===== src/rtl/core/gsrp_pkg.sv =====
`default_nettype none

package gsrp_pkg;

    localparam int STACK_DEPTH = 16;
    localparam int RULE_CHARS  = 8;
    localparam int RULE_SLOTS  = 5;
    localparam int BODY_REGS   = 5;
    localparam int MAX_RESULTS = 18;

    localparam int SYM_W       = 8;
    localparam int ACTION_W    = 2;
    localparam int RULE_W      = 3;
    localparam int OUT_DEPTH_W = 5;
    localparam int CFG_W       = 64;
    localparam int RULE_CNT_W  = 3;

    localparam logic [SYM_W-1:0] SYM_E = 8'h45;

    localparam int CHARS_MAX  = (RULE_CHARS < 8) ? RULE_CHARS : 8;
    localparam int ACTIVE_MAX = (RULE_SLOTS < BODY_REGS) ? RULE_SLOTS : BODY_REGS;
    localparam int DEPTH_W    = $clog2(STACK_DEPTH + 1);
    localparam int IDX_W      = $clog2(STACK_DEPTH);
    localparam int LEN_W      = $clog2(CHARS_MAX + 1);
    localparam int CHAR_IDX_W = (CHARS_MAX > 1) ? $clog2(CHARS_MAX) : 1;
    localparam int SUM_W      = ((DEPTH_W > LEN_W) ? DEPTH_W : LEN_W) + 1;
    localparam int CNT_W      = $clog2(MAX_RESULTS + 1);
    localparam int ADDR_W     = $clog2(8 * (BODY_REGS + 1));
    localparam int REG_IDX_W  = ADDR_W - 3;

    localparam logic [REG_IDX_W-1:0] REG_BODY_A     = 3'd0;
    localparam logic [REG_IDX_W-1:0] REG_BODY_B     = 3'd1;
    localparam logic [REG_IDX_W-1:0] REG_BODY_C     = 3'd2;
    localparam logic [REG_IDX_W-1:0] REG_BODY_D     = 3'd3;
    localparam logic [REG_IDX_W-1:0] REG_BODY_E     = 3'd4;
    localparam logic [REG_IDX_W-1:0] REG_RULE_COUNT = 3'd5;

    localparam logic [ACTION_W-1:0] ACT_SHIFT  = 2'd0;
    localparam logic [ACTION_W-1:0] ACT_REDUCE = 2'd1;
    localparam logic [ACTION_W-1:0] ACT_ACCEPT = 2'd2;
    localparam logic [ACTION_W-1:0] ACT_REJECT = 2'd3;

    typedef struct packed {
        logic [CHARS_MAX-1:0][SYM_W-1:0] chars;
        logic [LEN_W-1:0]                len;
        logic                            usable;
    } rule_cfg_t;

    typedef struct packed {
        logic [ACTION_W-1:0]    action;
        logic [RULE_W-1:0]      rule_used;
        logic [OUT_DEPTH_W-1:0] depth_after;
        logic                   overflowed;
        logic                   end_of_run;
    } result_t;

    // The body ends at the first zero byte or after CHARS_MAX bytes.
    function automatic logic [LEN_W-1:0] body_len(input logic [CFG_W-1:0] body);
        logic [LEN_W-1:0] n;
        logic             run;
        n   = '0;
        run = 1'b1;
        for (int k = 0; k < CHARS_MAX; k++)
        begin
            if (run && body[8*k +: 8] != 8'h00)
            begin
                n = n + LEN_W'(1);
            end
            else
            begin
                run = 1'b0;
            end
        end
        return n;
    endfunction

endpackage

`default_nettype wire


===== src/rtl/core/gsrp_sym_if.sv =====
`default_nettype none

interface gsrp_sym_if;
    logic                        valid;
    logic                        ready;
    logic [gsrp_pkg::SYM_W-1:0]  symbol;
    logic                        last_symbol;

    modport source (output valid, output symbol, output last_symbol, input ready);
    modport sink (input valid, input symbol, input last_symbol, output ready);
endinterface

`default_nettype wire


===== src/rtl/core/gsrp_act_if.sv =====
`default_nettype none

interface gsrp_act_if;
    logic                              valid;
    logic                              ready;
    logic [gsrp_pkg::ACTION_W-1:0]     action;
    logic [gsrp_pkg::RULE_W-1:0]       rule_used;
    logic [gsrp_pkg::OUT_DEPTH_W-1:0]  depth_after;
    logic                              overflowed;
    logic                              end_of_run;

    modport source (output valid, output action, output rule_used, output depth_after,
                    output overflowed, output end_of_run, input ready);
    modport sink (input valid, input action, input rule_used, input depth_after,
                  input overflowed, input end_of_run, output ready);
endinterface

`default_nettype wire


===== src/rtl/core/gsrp_cfg_regs.sv =====
`default_nettype none

module gsrp_cfg_regs (
    input  wire logic                            clk,
    input  wire logic                            rst_n,
    input  wire logic                            psel,
    input  wire logic                            penable,
    input  wire logic                            pwrite,
    input  wire logic [gsrp_pkg::ADDR_W-1:0]     paddr,
    input  wire logic [gsrp_pkg::CFG_W-1:0]      pwdata,
    output logic      [gsrp_pkg::CFG_W-1:0]      prdata,
    output logic                                 pready,
    output gsrp_pkg::rule_cfg_t                  rules [gsrp_pkg::BODY_REGS],
    output logic      [gsrp_pkg::RULE_W-1:0]     active_rules
);

    logic [gsrp_pkg::CFG_W-1:0]      body_reg [gsrp_pkg::BODY_REGS];
    logic [gsrp_pkg::RULE_CNT_W-1:0] rule_count_reg;
    logic [gsrp_pkg::REG_IDX_W-1:0]  reg_idx;
    logic                            wr_en;

    assign pready  = 1'b1;
    assign reg_idx = paddr[gsrp_pkg::ADDR_W-1:3];
    assign wr_en   = psel && penable && pwrite;

    always_ff @(posedge clk or negedge rst_n)
    begin
        if (!rst_n)
        begin
            for (int k = 0; k < gsrp_pkg::BODY_REGS; k++)
            begin
                body_reg[k] <= '0;
            end
            rule_count_reg <= '0;
        end
        else if (wr_en)
        begin
            unique case (reg_idx)
                gsrp_pkg::REG_BODY_A:     body_reg[0] <= pwdata;
                gsrp_pkg::REG_BODY_B:     body_reg[1] <= pwdata;
                gsrp_pkg::REG_BODY_C:     body_reg[2] <= pwdata;
                gsrp_pkg::REG_BODY_D:     body_reg[3] <= pwdata;
                gsrp_pkg::REG_BODY_E:     body_reg[4] <= pwdata;
                gsrp_pkg::REG_RULE_COUNT: rule_count_reg <= pwdata[gsrp_pkg::RULE_CNT_W-1:0];
                default:                  ;
            endcase
        end
    end

    always_comb
    begin
        unique case (reg_idx)
            gsrp_pkg::REG_BODY_A:     prdata = body_reg[0];
            gsrp_pkg::REG_BODY_B:     prdata = body_reg[1];
            gsrp_pkg::REG_BODY_C:     prdata = body_reg[2];
            gsrp_pkg::REG_BODY_D:     prdata = body_reg[3];
            gsrp_pkg::REG_BODY_E:     prdata = body_reg[4];
            gsrp_pkg::REG_RULE_COUNT: prdata = gsrp_pkg::CFG_W'(rule_count_reg);
            default:                  prdata = '0;
        endcase
    end

    // A rule whose body is empty or is the single symbol E never applies.
    always_comb
    begin
        for (int k = 0; k < gsrp_pkg::BODY_REGS; k++)
        begin
            rules[k].chars  = body_reg[k][gsrp_pkg::CHARS_MAX*gsrp_pkg::SYM_W-1:0];
            rules[k].len    = gsrp_pkg::body_len(body_reg[k]);
            rules[k].usable = (rules[k].len != '0) &&
                              !(rules[k].len == gsrp_pkg::LEN_W'(1) &&
                                body_reg[k][gsrp_pkg::SYM_W-1:0] == gsrp_pkg::SYM_E);
        end
    end

    assign active_rules = (rule_count_reg > gsrp_pkg::ACTIVE_MAX) ?
                          gsrp_pkg::RULE_W'(gsrp_pkg::ACTIVE_MAX) :
                          gsrp_pkg::RULE_W'(rule_count_reg);

endmodule

`default_nettype wire


===== src/rtl/core/greedy_shift_reduce_parser_core.sv =====
// Greedy shift-reduce recognizer. Each symbols transaction is shifted onto a
// sixteen-entry stack (a full stack sets the overflow flag instead) and
// reported as a shift; the core then searches for the shortest stack suffix
// that equals a rule body (lowest rule index on a tie), replaces it with E,
// reports the reduction and searches again, and on the last symbol of a
// string reports accept or reject and clears the stack. One 8-bit
// comparator does all matching, one stack character per cycle: a search
// pass tries the active rules in index order, skips a rule that cannot
// match, compares a candidate character by character up to the first
// mismatch, and closes once every rule is tried. An item is shifted, then
// searched once per reduction (at most 16) and once more; its results are
// emitted in order, and an emit waits while the output is stalled. The core
// takes no new symbol until the last result of the current one is in the
// output register. Rule registers are written over the APB port at byte
// address 8 * index; the user must write them only while idle, which the
// core itself does not enforce.

`default_nettype none

module greedy_shift_reduce_parser_core (
    input  wire logic                          clk,
    input  wire logic                          rst_n,
    gsrp_sym_if.sink                           symbols,
    gsrp_act_if.source                         actions,
    input  wire logic                          psel,
    input  wire logic                          penable,
    input  wire logic                          pwrite,
    input  wire logic [gsrp_pkg::ADDR_W-1:0]   paddr,
    input  wire logic [gsrp_pkg::CFG_W-1:0]    pwdata,
    output logic      [gsrp_pkg::CFG_W-1:0]    prdata,
    output logic                               pready
);

    localparam logic [2:0] ST_IDLE    = 3'd0;
    localparam logic [2:0] ST_SEARCH  = 3'd1;
    localparam logic [2:0] ST_REDUCE  = 3'd2;
    localparam logic [2:0] ST_FINISH  = 3'd3;
    localparam logic [2:0] ST_VERDICT = 3'd4;

    localparam int DW = gsrp_pkg::DEPTH_W;
    localparam int SW = gsrp_pkg::SUM_W;

    gsrp_pkg::rule_cfg_t                  rules [gsrp_pkg::BODY_REGS];
    logic [gsrp_pkg::RULE_W-1:0]          active_rules;

    logic [2:0]                           state_reg, state_next;
    logic [DW-1:0]                        depth_reg, depth_next;
    logic                                 ovf_reg, ovf_next;
    logic                                 last_reg, last_next;
    logic [gsrp_pkg::CNT_W-1:0]           k_reg, k_next;
    logic [gsrp_pkg::RULE_W-1:0]          r_reg, r_next;
    logic [gsrp_pkg::CHAR_IDX_W-1:0]      i_reg, i_next;
    logic                                 best_valid_reg, best_valid_next;
    logic [gsrp_pkg::RULE_W-1:0]          best_rule_reg, best_rule_next;
    logic [gsrp_pkg::LEN_W-1:0]           best_len_reg, best_len_next;
    gsrp_pkg::result_t                    pend_reg, pend_next;
    gsrp_pkg::result_t                    out_reg, out_next;
    logic                                 out_valid_reg, out_valid_next;

    logic [gsrp_pkg::SYM_W-1:0]           stack_reg [gsrp_pkg::STACK_DEPTH];
    logic                                 stack_we;
    logic [gsrp_pkg::IDX_W-1:0]           stack_wa;
    logic [gsrp_pkg::SYM_W-1:0]           stack_wd;

    gsrp_pkg::rule_cfg_t                  cur;
    logic                                 search_done;
    logic                                 eligible;
    logic [SW-1:0]                        rd_sum;
    logic                                 char_eq;
    logic                                 last_char;
    logic                                 out_free;
    logic                                 in_acc;
    logic                                 accepted;
    logic [DW-1:0]                        red_depth;
    logic [SW-1:0]                        red_base;

    gsrp_cfg_regs u_cfg_regs (
        .clk          (clk),
        .rst_n        (rst_n),
        .psel         (psel),
        .penable      (penable),
        .pwrite       (pwrite),
        .paddr        (paddr),
        .pwdata       (pwdata),
        .prdata       (prdata),
        .pready       (pready),
        .rules        (rules),
        .active_rules (active_rules)
    );

    assign symbols.ready       = (state_reg == ST_IDLE);
    assign in_acc              = symbols.valid && symbols.ready;
    assign out_free            = !out_valid_reg || actions.ready;

    assign actions.valid       = out_valid_reg;
    assign actions.action      = out_reg.action;
    assign actions.rule_used   = out_reg.rule_used;
    assign actions.depth_after = out_reg.depth_after;
    assign actions.overflowed  = out_reg.overflowed;
    assign actions.end_of_run  = out_reg.end_of_run;

    // Shared character comparator.
    assign cur         = rules[r_reg];
    assign search_done = (r_reg >= active_rules) || (k_reg >= gsrp_pkg::MAX_RESULTS - 1);
    assign eligible    = cur.usable && (SW'(cur.len) <= SW'(depth_reg)) &&
                         (!best_valid_reg || cur.len < best_len_reg);
    assign rd_sum      = SW'(depth_reg) - SW'(cur.len) + SW'(i_reg);
    assign char_eq     = stack_reg[rd_sum[gsrp_pkg::IDX_W-1:0]] == cur.chars[i_reg];
    assign last_char   = (gsrp_pkg::LEN_W'(i_reg) + gsrp_pkg::LEN_W'(1)) == cur.len;

    assign red_base    = SW'(depth_reg) - SW'(best_len_reg);
    assign red_depth   = DW'(red_base + SW'(1));
    assign accepted    = !ovf_reg && (depth_reg == DW'(1)) && (stack_reg[0] == gsrp_pkg::SYM_E);

    always_comb
    begin
        state_next      = state_reg;
        depth_next      = depth_reg;
        ovf_next        = ovf_reg;
        last_next       = last_reg;
        k_next          = k_reg;
        r_next          = r_reg;
        i_next          = i_reg;
        best_valid_next = best_valid_reg;
        best_rule_next  = best_rule_reg;
        best_len_next   = best_len_reg;
        pend_next       = pend_reg;
        out_next        = out_reg;
        out_valid_next  = out_valid_reg && !actions.ready;
        stack_we        = 1'b0;
        stack_wa        = depth_reg[gsrp_pkg::IDX_W-1:0];
        stack_wd        = symbols.symbol;

        unique case (state_reg)
            ST_IDLE:
            begin
                if (in_acc)
                begin
                    if (depth_reg < gsrp_pkg::STACK_DEPTH)
                    begin
                        stack_we   = 1'b1;
                        depth_next = depth_reg + DW'(1);
                    end
                    else
                    begin
                        ovf_next = 1'b1;
                    end
                    pend_next.action      = gsrp_pkg::ACT_SHIFT;
                    pend_next.rule_used   = '0;
                    pend_next.depth_after = gsrp_pkg::OUT_DEPTH_W'(depth_next);
                    pend_next.overflowed  = ovf_next;
                    pend_next.end_of_run  = 1'b0;
                    last_next             = symbols.last_symbol;
                    k_next                = gsrp_pkg::CNT_W'(1);
                    r_next                = '0;
                    i_next                = '0;
                    best_valid_next       = 1'b0;
                    state_next            = ST_SEARCH;
                end
            end
            ST_SEARCH:
            begin
                if (search_done)
                begin
                    state_next = best_valid_reg ? ST_REDUCE : ST_FINISH;
                end
                else if (!eligible || !char_eq)
                begin
                    r_next = r_reg + gsrp_pkg::RULE_W'(1);
                    i_next = '0;
                end
                else if (last_char)
                begin
                    best_valid_next = 1'b1;
                    best_rule_next  = r_reg;
                    best_len_next   = cur.len;
                    r_next          = r_reg + gsrp_pkg::RULE_W'(1);
                    i_next          = '0;
                end
                else
                begin
                    i_next = i_reg + gsrp_pkg::CHAR_IDX_W'(1);
                end
            end
            ST_REDUCE:
            begin
                if (out_free)
                begin
                    out_next              = pend_reg;
                    out_valid_next        = 1'b1;
                    stack_we              = 1'b1;
                    stack_wa              = red_base[gsrp_pkg::IDX_W-1:0];
                    stack_wd              = gsrp_pkg::SYM_E;
                    depth_next            = red_depth;
                    pend_next.action      = gsrp_pkg::ACT_REDUCE;
                    pend_next.rule_used   = best_rule_reg;
                    pend_next.depth_after = gsrp_pkg::OUT_DEPTH_W'(red_depth);
                    pend_next.overflowed  = ovf_reg;
                    pend_next.end_of_run  = 1'b0;
                    k_next                = k_reg + gsrp_pkg::CNT_W'(1);
                    r_next                = '0;
                    i_next                = '0;
                    best_valid_next       = 1'b0;
                    state_next            = ST_SEARCH;
                end
            end
            ST_FINISH:
            begin
                if (out_free)
                begin
                    out_next            = pend_reg;
                    out_next.end_of_run = !last_reg;
                    out_valid_next      = 1'b1;
                    state_next          = last_reg ? ST_VERDICT : ST_IDLE;
                end
            end
            ST_VERDICT:
            begin
                if (out_free)
                begin
                    out_next.action      = accepted ? gsrp_pkg::ACT_ACCEPT : gsrp_pkg::ACT_REJECT;
                    out_next.rule_used   = '0;
                    out_next.depth_after = gsrp_pkg::OUT_DEPTH_W'(depth_reg);
                    out_next.overflowed  = ovf_reg;
                    out_next.end_of_run  = 1'b1;
                    out_valid_next       = 1'b1;
                    depth_next           = '0;
                    ovf_next             = 1'b0;
                    state_next           = ST_IDLE;
                end
            end
            default:
            begin
                state_next = ST_IDLE;
            end
        endcase
    end

    always_ff @(posedge clk or negedge rst_n)
    begin
        if (!rst_n)
        begin
            state_reg      <= ST_IDLE;
            depth_reg      <= '0;
            ovf_reg        <= 1'b0;
            last_reg       <= 1'b0;
            k_reg          <= '0;
            r_reg          <= '0;
            i_reg          <= '0;
            best_valid_reg <= 1'b0;
            out_valid_reg  <= 1'b0;
        end
        else
        begin
            state_reg      <= state_next;
            depth_reg      <= depth_next;
            ovf_reg        <= ovf_next;
            last_reg       <= last_next;
            k_reg          <= k_next;
            r_reg          <= r_next;
            i_reg          <= i_next;
            best_valid_reg <= best_valid_next;
            out_valid_reg  <= out_valid_next;
        end
    end

    always_ff @(posedge clk)
    begin
        best_rule_reg <= best_rule_next;
        best_len_reg  <= best_len_next;
        pend_reg      <= pend_next;
        out_reg       <= out_next;
        if (stack_we)
        begin
            stack_reg[stack_wa] <= stack_wd;
        end
    end

endmodule

`default_nettype wire


===== src/flat_wrapper.sv =====
// flat-port wrapper written by rule: the top's interface ports become plain ports
module greedy_shift_reduce_parser_core_flat 
  (clk, rst_n, psel, penable, pwrite, paddr, pwdata, prdata, pready, symbols_valid, symbols_symbol, symbols_last_symbol, symbols_ready, actions_valid, actions_action, actions_rule_used, actions_depth_after, actions_overflowed, actions_end_of_run, actions_ready);
  gsrp_sym_if symbols_i ();
  gsrp_act_if actions_i ();
  input  wire logic clk;
  input  wire logic rst_n;
  input  wire logic psel;
  input  wire logic penable;
  input  wire logic pwrite;
  input  wire logic [gsrp_pkg::ADDR_W-1:0] paddr;
  input  wire logic [gsrp_pkg::CFG_W-1:0] pwdata;
  output logic      [gsrp_pkg::CFG_W-1:0] prdata;
  output logic pready;
  input wire logic [$bits(symbols_i.valid)-1:0] symbols_valid;
  input wire logic [$bits(symbols_i.symbol)-1:0] symbols_symbol;
  input wire logic [$bits(symbols_i.last_symbol)-1:0] symbols_last_symbol;
  output wire logic [$bits(symbols_i.ready)-1:0] symbols_ready;
  output wire logic [$bits(actions_i.valid)-1:0] actions_valid;
  output wire logic [$bits(actions_i.action)-1:0] actions_action;
  output wire logic [$bits(actions_i.rule_used)-1:0] actions_rule_used;
  output wire logic [$bits(actions_i.depth_after)-1:0] actions_depth_after;
  output wire logic [$bits(actions_i.overflowed)-1:0] actions_overflowed;
  output wire logic [$bits(actions_i.end_of_run)-1:0] actions_end_of_run;
  input wire logic [$bits(actions_i.ready)-1:0] actions_ready;
  assign symbols_i.valid = symbols_valid;
  assign symbols_i.symbol = symbols_symbol;
  assign symbols_i.last_symbol = symbols_last_symbol;
  assign symbols_ready = symbols_i.ready;
  assign actions_valid = actions_i.valid;
  assign actions_action = actions_i.action;
  assign actions_rule_used = actions_i.rule_used;
  assign actions_depth_after = actions_i.depth_after;
  assign actions_overflowed = actions_i.overflowed;
  assign actions_end_of_run = actions_i.end_of_run;
  assign actions_i.ready = actions_ready;
  greedy_shift_reduce_parser_core u_core (.clk(clk), .rst_n(rst_n), .symbols(symbols_i), .actions(actions_i), .psel(psel), .penable(penable), .pwrite(pwrite), .paddr(paddr), .pwdata(pwdata), .prdata(prdata), .pready(pready));
endmodule

===== config.mk =====
export PLATFORM = sky130hd
export DESIGN_NAME = greedy_shift_reduce_parser_core_flat
export DESIGN_NICKNAME = d
export VERILOG_FILES = /design/src/rtl/core/gsrp_pkg.sv /design/src/rtl/core/gsrp_sym_if.sv /design/src/rtl/core/gsrp_act_if.sv /design/src/rtl/core/gsrp_cfg_regs.sv /design/src/rtl/core/greedy_shift_reduce_parser_core.sv /design/src/flat_wrapper.sv
export SDC_FILE = /design/constraint.sdc
export NUM_CORES = 1
export LEC_CHECK = 0
export ABC_CLOCK_PERIOD_IN_PS = 15100
export BUFFER_PORTS_ARGS = -buffer_cell sky130_fd_sc_hd__buf_4
export CAP_MARGIN = 40
export CORE_MARGIN = 1.5
export CORE_UTILIZATION = 48
export DETAILED_ROUTE_END_ITERATION = 6
export PLACE_DENSITY_LB_ADDON = 0.3
export RECOVER_POWER = 25
export SKIP_CTS_REPAIR_TIMING = 1
export SYNTH_ARGS = -nofsm -noshare
export SYNTH_HDL_FRONTEND = slang
export SYNTH_SLANG_ARGS = --single-unit

===== constraint.sdc =====
create_clock -name clk -period 15.1 [get_ports clk]
set_input_delay 2.265 -clock clk [delete_from_list [all_inputs] [get_ports clk]]
set_output_delay 2.265 -clock clk [all_outputs]
set_load 0.05 [all_outputs]

### Word level (Yosys, flattened, before mapping)

Memories as Yosys holds them, arrays and structs flattened.
Index checks and enable logic that the tools add are counted.

* output and inout bits: 79
* input port bits: 86
* memory bits (writable): 128
* bits in registers: 377
* logic and storage cells: 389
* memories: 1

Memory list
* u_core.stack_reg: depth 16, bits a word 8, read ports 2, clocked after memory_dff 0, wr ports 1, line greedy_shift_reduce_parser_core.sv:60 `logic [gsrp_pkg::SYM_W-1:0] stack_reg [gsrp_pkg::STACK_DEPTH];`

* muxes and demuxes: 136
* add/subtract/negate cells: 44
* bitwise gates (word level): 3
* reduce and logical (&&, ||, !) cells: 138
* $lt $le $gt $ge: 8
* eq/ne operators: 32

Operators by type and width (count)
* $pmux 64 s6: 1
* $reduce_bool 8->1: 40
* $bmux 69 s3: 1
* $mux 4: 37
* $add 4x1->4 const B: 35
* $mux 69: 2
* $mux 12: 5
* $mux 1: 56
* $logic_and 1x1->1: 53
* $eq 8x7->1 const B: 6
* $mux 3: 14
* $pmux 12 s3: 1
* $mux 5: 6
* $bmux 8 s3: 1
* $mux 8: 3
* $pmux 12 s2: 1
* $eq 4x1->1 const B: 5
* $reduce_bool 4->1: 5
* $pmux 3 s3: 2
* $reduce_and 4->1: 4
* $add 5x1->5 const B: 3
* $pmux 3 s5: 1
* $pmux 5 s3: 1
* $reduce_and 2->1: 7
* other kinds (36): 71

### Logic depth before layout (Yosys ltp)

An unclocked memory read counts as a cell.

* word-level depth: 32
* gate-level depth with buffers: 36
* depth with buffers taken out: 34

### Cells and area by module

Synthesis repeated with hierarchy kept, for this count alone.

* cells, all modules: 2256
* area total of the unflattened synthesis: 27974.3 um2

By module, submodules not included
* gsrp_cfg_regs: area an instance 16718.5 um2, instances 1, seq. area each 8082.8 um2, cells each 1401
* greedy_shift_reduce_parser_core: area an instance 11255.8 um2, instances 1, seq. area each 5290.1 um2, cells each 855

### Worst setup path after synthesis

OpenSTA, ideal clock, no wires.

* kind: reg-to-reg
* start point: register u_core.u_cfg_regs.body_reg, in the netlist u_core.u_cfg_regs.rules[10]
* end point: register u_core.best_len_reg[0] (netlist bit) (enable)
* setup slack: 7166 ps
* data required time: 14774 ps
* setup time: 326 ps
* stages on the path, launching flop included: 33
* data arrival time: 7608 ps
* period minus slack after synthesis: 7934 ps
* path through: dfrtp_1 -> or4_1 -> or3_1 -> nand2_2 -> inv_2 -> ha_1 -> nor2_1 -> nor2_1 -> ha_1 -> mux2_2 -> o311ai_0 -> nand2_1 -> o21a_1 -> ha_1 -> mux2i_1 -> mux2i_1 -> nand2_1 -> nand2_1 -> o21a_1 -> inv_1 -> fa_1 -> fa_1 -> clkbuf_1 -> clkbuf_1 -> mux4_2 -> a211oi_1 -> a21oi_1 -> xnor2_1 -> nand4_1 -> nor3_1 -> nand4_1 -> a211oi_2 -> and3_1

RTL lines
* from (decl): line gsrp_cfg_regs.sv:17 `logic [gsrp_pkg::CFG_W-1:0] body_reg [gsrp_pkg::BODY_REGS];`
* to (signal assigned): line greedy_shift_reduce_parser_core.sv:270 `best_len_reg <= best_len_next;`
* to (decl): line greedy_shift_reduce_parser_core.sv:55 `logic [gsrp_pkg::LEN_W-1:0] best_len_reg, best_len_next;`

==> impl_metrics.prom <==
# TYPE chip_impl_metric gauge
chip_impl_metric{name="port_buffers",unit=""} 160
chip_impl_metric{name="cp_data_required_time",unit="ns"} 15.09
chip_impl_metric{name="setup_viol",unit=""} 0
chip_impl_metric{name="slew_headroom",unit=""} -3.68
chip_impl_metric{name="timing.reg2reg.worst_path_depth",unit=""} 32
chip_impl_metric{name="synth_warnings",unit=""} 0
chip_impl_info{name="yosys-top-cells-area",value="sky130_fd_sc_hd__dfrtp_1 30%, sky130_fd_sc_hd__edfxtp_1 16%, sky130_fd_sc_hd__mux2_2 14%"} 1
chip_impl_metric{name="postRouteAntennaNets",unit=""} 0
chip_impl_info{name="crit_family",value="buffers and inverters"} 1
chip_impl_metric{name="seq_power_share",unit=""} 0.250
chip_impl_metric{name="place_inst",unit=""} 3189
chip_impl_metric{name="hold_viol_final",unit=""} 0
chip_impl_metric{name="swShare",unit=""} 0.432
chip_impl_metric{name="cp_max_fo",unit=""} 130
chip_impl_metric{name="crit_cells",unit=""} 2
chip_impl_metric{name="fin_crit",unit="ns"} 9.72
chip_impl_metric{name="postSynthNetCount",unit=""} 2501
chip_impl_metric{name="layout-drive-gt1-share",unit=""} 0.313
chip_impl_metric{name="htreeDepth",unit=""} 2
chip_impl_metric{name="synth_area",unit="um2"} 28600
chip_impl_metric{name="post_synth_inst_count",unit=""} 2360
chip_impl_metric{name="detail_route.first_pass.iterations",unit=""} 6
chip_impl_metric{name="placeableCoreArea",unit="um2"} 59000
chip_impl_metric{name="leakage",unit="nW"} 13.1
chip_impl_metric{name="start_util",unit=""} 0.485
chip_impl_metric{name="synthToLayoutAreaGrowth",unit="%"} 13.4
chip_impl_metric{name="grt_antenna_before_repair",unit=""} 2
chip_impl_metric{name="global_route.usage.total",unit=""} 0.297
chip_impl_metric{name="dr.first_iter.drc_count",unit=""} 2572
chip_impl_info{name="criticalPathCategory",value="input pin to async pin"} 1
chip_impl_metric{name="share_of_the_synthesized_area_in_the_top_cell_type",unit=""} 0.302
chip_impl_metric{name="combinationalPowerShare",unit=""} 0.573
chip_impl_info{name="worstReg2RegEnd",value="u_core.best_rule_reg[0]"} 1
chip_impl_metric{name="timing.critical_path.slowest_cell_delay",unit="ns"} 4.80
chip_impl_info{name="most_frequently_used_cell_type_in_the_post_synthesis_netlist",value="sky130_fd_sc_hd__mux2_2"} 1
chip_impl_metric{name="power_density_over_the_cells",unit="nW/um2"} 244
chip_impl_metric{name="via_count",unit=""} 21725
chip_impl_info{name="clock_tree_from_tritoncts",value="built"} 1
chip_impl_metric{name="largest_register_ff_count",unit=""} 320
chip_impl_info{name="critical_path.cell_chain",value="clkbuf_1 -> clkbuf_1"} 1
chip_impl_metric{name="syn-mean-instance-area",unit="um2"} 12.1
chip_impl_metric{name="synth.ff_latch_count",unit=""} 503
chip_impl_metric{name="io_pins",unit=""} 165
chip_impl_metric{name="tritoncts.num_buffers",unit=""} 54
chip_impl_metric{name="dp.final_hpwl",unit="mm"} 64.5
chip_impl_metric{name="core.rowCount",unit=""} 89
chip_impl_metric{name="maxSlewViolCount",unit=""} 315
chip_impl_metric{name="antenna-diode-count",unit=""} 0
chip_impl_info{name="synth_top_flop_cell",value="sky130_fd_sc_hd__dfrtp_1"} 1
chip_impl_info{name="netlist.top_cell.by_area",value="sky130_fd_sc_hd__dfrtp_1"} 1
chip_impl_metric{name="r2r_setup_slack",unit="ns"} 6.01
chip_impl_info{name="crit_slowest_cell",value="sky130_fd_sc_hd__clkbuf_1"} 1
chip_impl_info{name="status",value="finished, violations left"} 1
chip_impl_metric{name="intPower",unit="W"} 0.00450
chip_impl_info{name="endpoint_kind",value="async pin"} 1
chip_impl_metric{name="fin_cells",unit=""} 3288
chip_impl_metric{name="die_area",unit="um2"} 61100
chip_impl_metric{name="routabilityCongestion",unit=""} 0.983
chip_impl_metric{name="min_period_over_period",unit=""} 0.644
chip_impl_metric{name="fill_cells",unit=""} 4962
chip_impl_metric{name="fin_setup_tns",unit="ns"} 0
chip_impl_metric{name="chipWidth",unit="um"} 247
chip_impl_metric{name="synth.distinct_cells",unit=""} 94
chip_impl_metric{name="cap_violations",unit=""} 5
chip_impl_metric{name="finalClockSkew",unit="ns"} 0.0199
chip_impl_metric{name="clock_tree.buffer_depth",unit=""} 3
chip_impl_info{name="critical_path.endpoint",value="u_core.u_cfg_regs.rules[185]"} 1
chip_impl_metric{name="ys_async_sr_fraction",unit=""} 0.688
chip_impl_metric{name="tightest_slew",unit="ns"} 7.02
chip_impl_metric{name="cts.sinks",unit=""} 503
chip_impl_info{name="violations",value="capacitance limit, slew limit"} 1
chip_impl_info{name="timing.hold.worst.class",value="flop to flop"} 1
chip_impl_metric{name="drt_wl_total",unit="mm"} 90.2
chip_impl_metric{name="yosysSeqAreaShare",unit=""} 0.467
chip_impl_metric{name="overflow",unit=""} 0
chip_impl_metric{name="layout.nets",unit=""} 2614
chip_impl_metric{name="maximum_clock_rate",unit="MHz"} 103
chip_impl_metric{name="die_h",unit="um"} 247
chip_impl_metric{name="grt_pass1_vias",unit=""} 21362
chip_impl_metric{name="clk-insertion-delay-late",unit="ns"} 0.60
chip_impl_info{name="rsz0062_at_grt",value="no"} 1
chip_impl_metric{name="worst-path-buf-inv",unit=""} 2
chip_impl_metric{name="vdd.ir_drop.worst",unit="V"} 0.000558
chip_impl_info{name="critical-path-top-cell-by-count",value="sky130_fd_sc_hd__clkbuf_1"} 1
chip_impl_metric{name="worst-endpoint-arrival",unit="ns"} 9.71
chip_impl_metric{name="synth_edf_count",unit=""} 157
chip_impl_metric{name="clock_transition_at_path_regs",unit="ns"} 0.06
chip_impl_metric{name="drc_errors",unit=""} 0
chip_impl_info{name="worstSetupStartpoint",value="rst_n"} 1
chip_impl_info{name="cts-root-buf",value="sky130_fd_sc_hd__clkbuf_16"} 1
chip_impl_metric{name="detail_route.wl_per_cell",unit="um"} 27.4
chip_impl_info{name="startpoint_type",value="input pin"} 1
chip_impl_metric{name="switchingPower",unit="W"} 0.00343
chip_impl_metric{name="final_core_utilization",unit=""} 0.550
chip_impl_metric{name="pwr-share-clk",unit=""} 0.177
chip_impl_metric{name="grt_first_pass_wirelength",unit="mm"} 136
chip_impl_metric{name="post_drt_via_cell_ratio",unit=""} 6.61
chip_impl_info{name="synth.cells.most_frequent",value="367 x sky130_fd_sc_hd__mux2_2, 346 x sky130_fd_sc_hd__dfrtp_1, 157 x sky130_fd_sc_hd__edfxtp_1"} 1
chip_impl_metric{name="largest_net_degree_at_the_start_of_global_routing",unit=""} 131
chip_impl_info{name="crit-reg2reg-launch",value="u_core.u_cfg_regs.rules[10]"} 1
-- placed cells by master (no fill, tap or decap), types with 50 or more instances in the layout --
| cell type | n |
|---|---|
| sky130_fd_sc_hd__nand2_1 | 127 |
| sky130_fd_sc_hd__nor2_1 | 122 |
| sky130_fd_sc_hd__ha_1 | 50 |
| sky130_fd_sc_hd__buf_4 | 174 |
| sky130_fd_sc_hd__mux4_2 | 100 |
| sky130_fd_sc_hd__nor4_1 | 57 |
| sky130_fd_sc_hd__o22ai_1 | 67 |
| sky130_fd_sc_hd__a21oi_1 | 90 |
| sky130_fd_sc_hd__edfxtp_1 | 157 |
| sky130_fd_sc_hd__dfrtp_1 | 345 |
| sky130_fd_sc_hd__mux2_2 | 367 |
| sky130_fd_sc_hd__mux2i_1 | 124 |
| sky130_fd_sc_hd__o21ai_0 | 70 |
| sky130_fd_sc_hd__a22oi_1 | 66 |
| sky130_fd_sc_hd__clkbuf_16 | 55 |
-- metrics by stage --
step           setup slack, ns  power [W]  hold slack (ns)  instance area, um2
2_1_floorplan             7.17    0.00524            0.448               28600
5_1_grt                   3.68    0.00841            0.532               32500
6_report                  5.38    0.00793            0.515               32500
3_5_place_dp              6.25    0.00651            0.504               30700
3_3_place_gp              6.31    0.00643            0.499               30500
4_1_cts                   6.22    0.00793            0.521               32500
-- worst min-delay path by stage --
| stage | from | end | cells after the start |
|---|---|---|---|
| floorplan | u_core.r_reg[0] | u_core.best_rule_reg[0] | 0 |
| global placement | u_core.last_reg | u_core.last_reg | 2 |
| detailed placement | u_core.last_reg | u_core.last_reg | 2 |
| CTS | u_core.best_rule_reg[0] | u_core.pend_reg[7] | 1 |
| global route | u_core.best_rule_reg[0] | u_core.pend_reg[7] | 1 |
| finish | u_core.last_reg | u_core.last_reg | 2 |
-- layer usage --
metal	up-vias	global-route usage	wire (um)
li1	9307	-	-
met1	10980	0.414	37100
met2	1212	0.447	40200
met3	224	0.0748	9440
met4	2	0.110	3470
met5	-	0	13
-- cell type report --
type / count / area, um2 / area share
timing repair buffer: 196 / 1520 / 0.0468
multi-input combinational: 1670 / 14600 / 0.448
tap: 773 / 967 / 0.0298
sequential: 503 / 13400 / 0.412
clock inverter: 29 / 410 / 0.0126
clock buffer: 69 / 1470 / 0.0452
inverter: 48 / 180 / 0.00555
-- kinds of logic after synthesis --
family          synth area share
flops                      0.467
simple gates               0.100
compound gates            0.0975
fa+ha+maj                 0.0251
mux                        0.267
xor+xnor                  0.0166
buf+inv                   0.0263
other cells             0.000131
-- power groups by stage --
stage | Clock, W | Combinational (W) | Sequential (W)
floorplan | 0 | 0.00337 | 0.00186
global placement | 0 | 0.00446 | 0.00198
detailed placement | 0 | 0.00452 | 0.00199
CTS | 0.00142 | 0.00454 | 0.00197
global route | 0.00148 | 0.00492 | 0.00200
finish | 0.00141 | 0.00454 | 0.00198
Note: power is estimated with default switching activity, not from simulation.
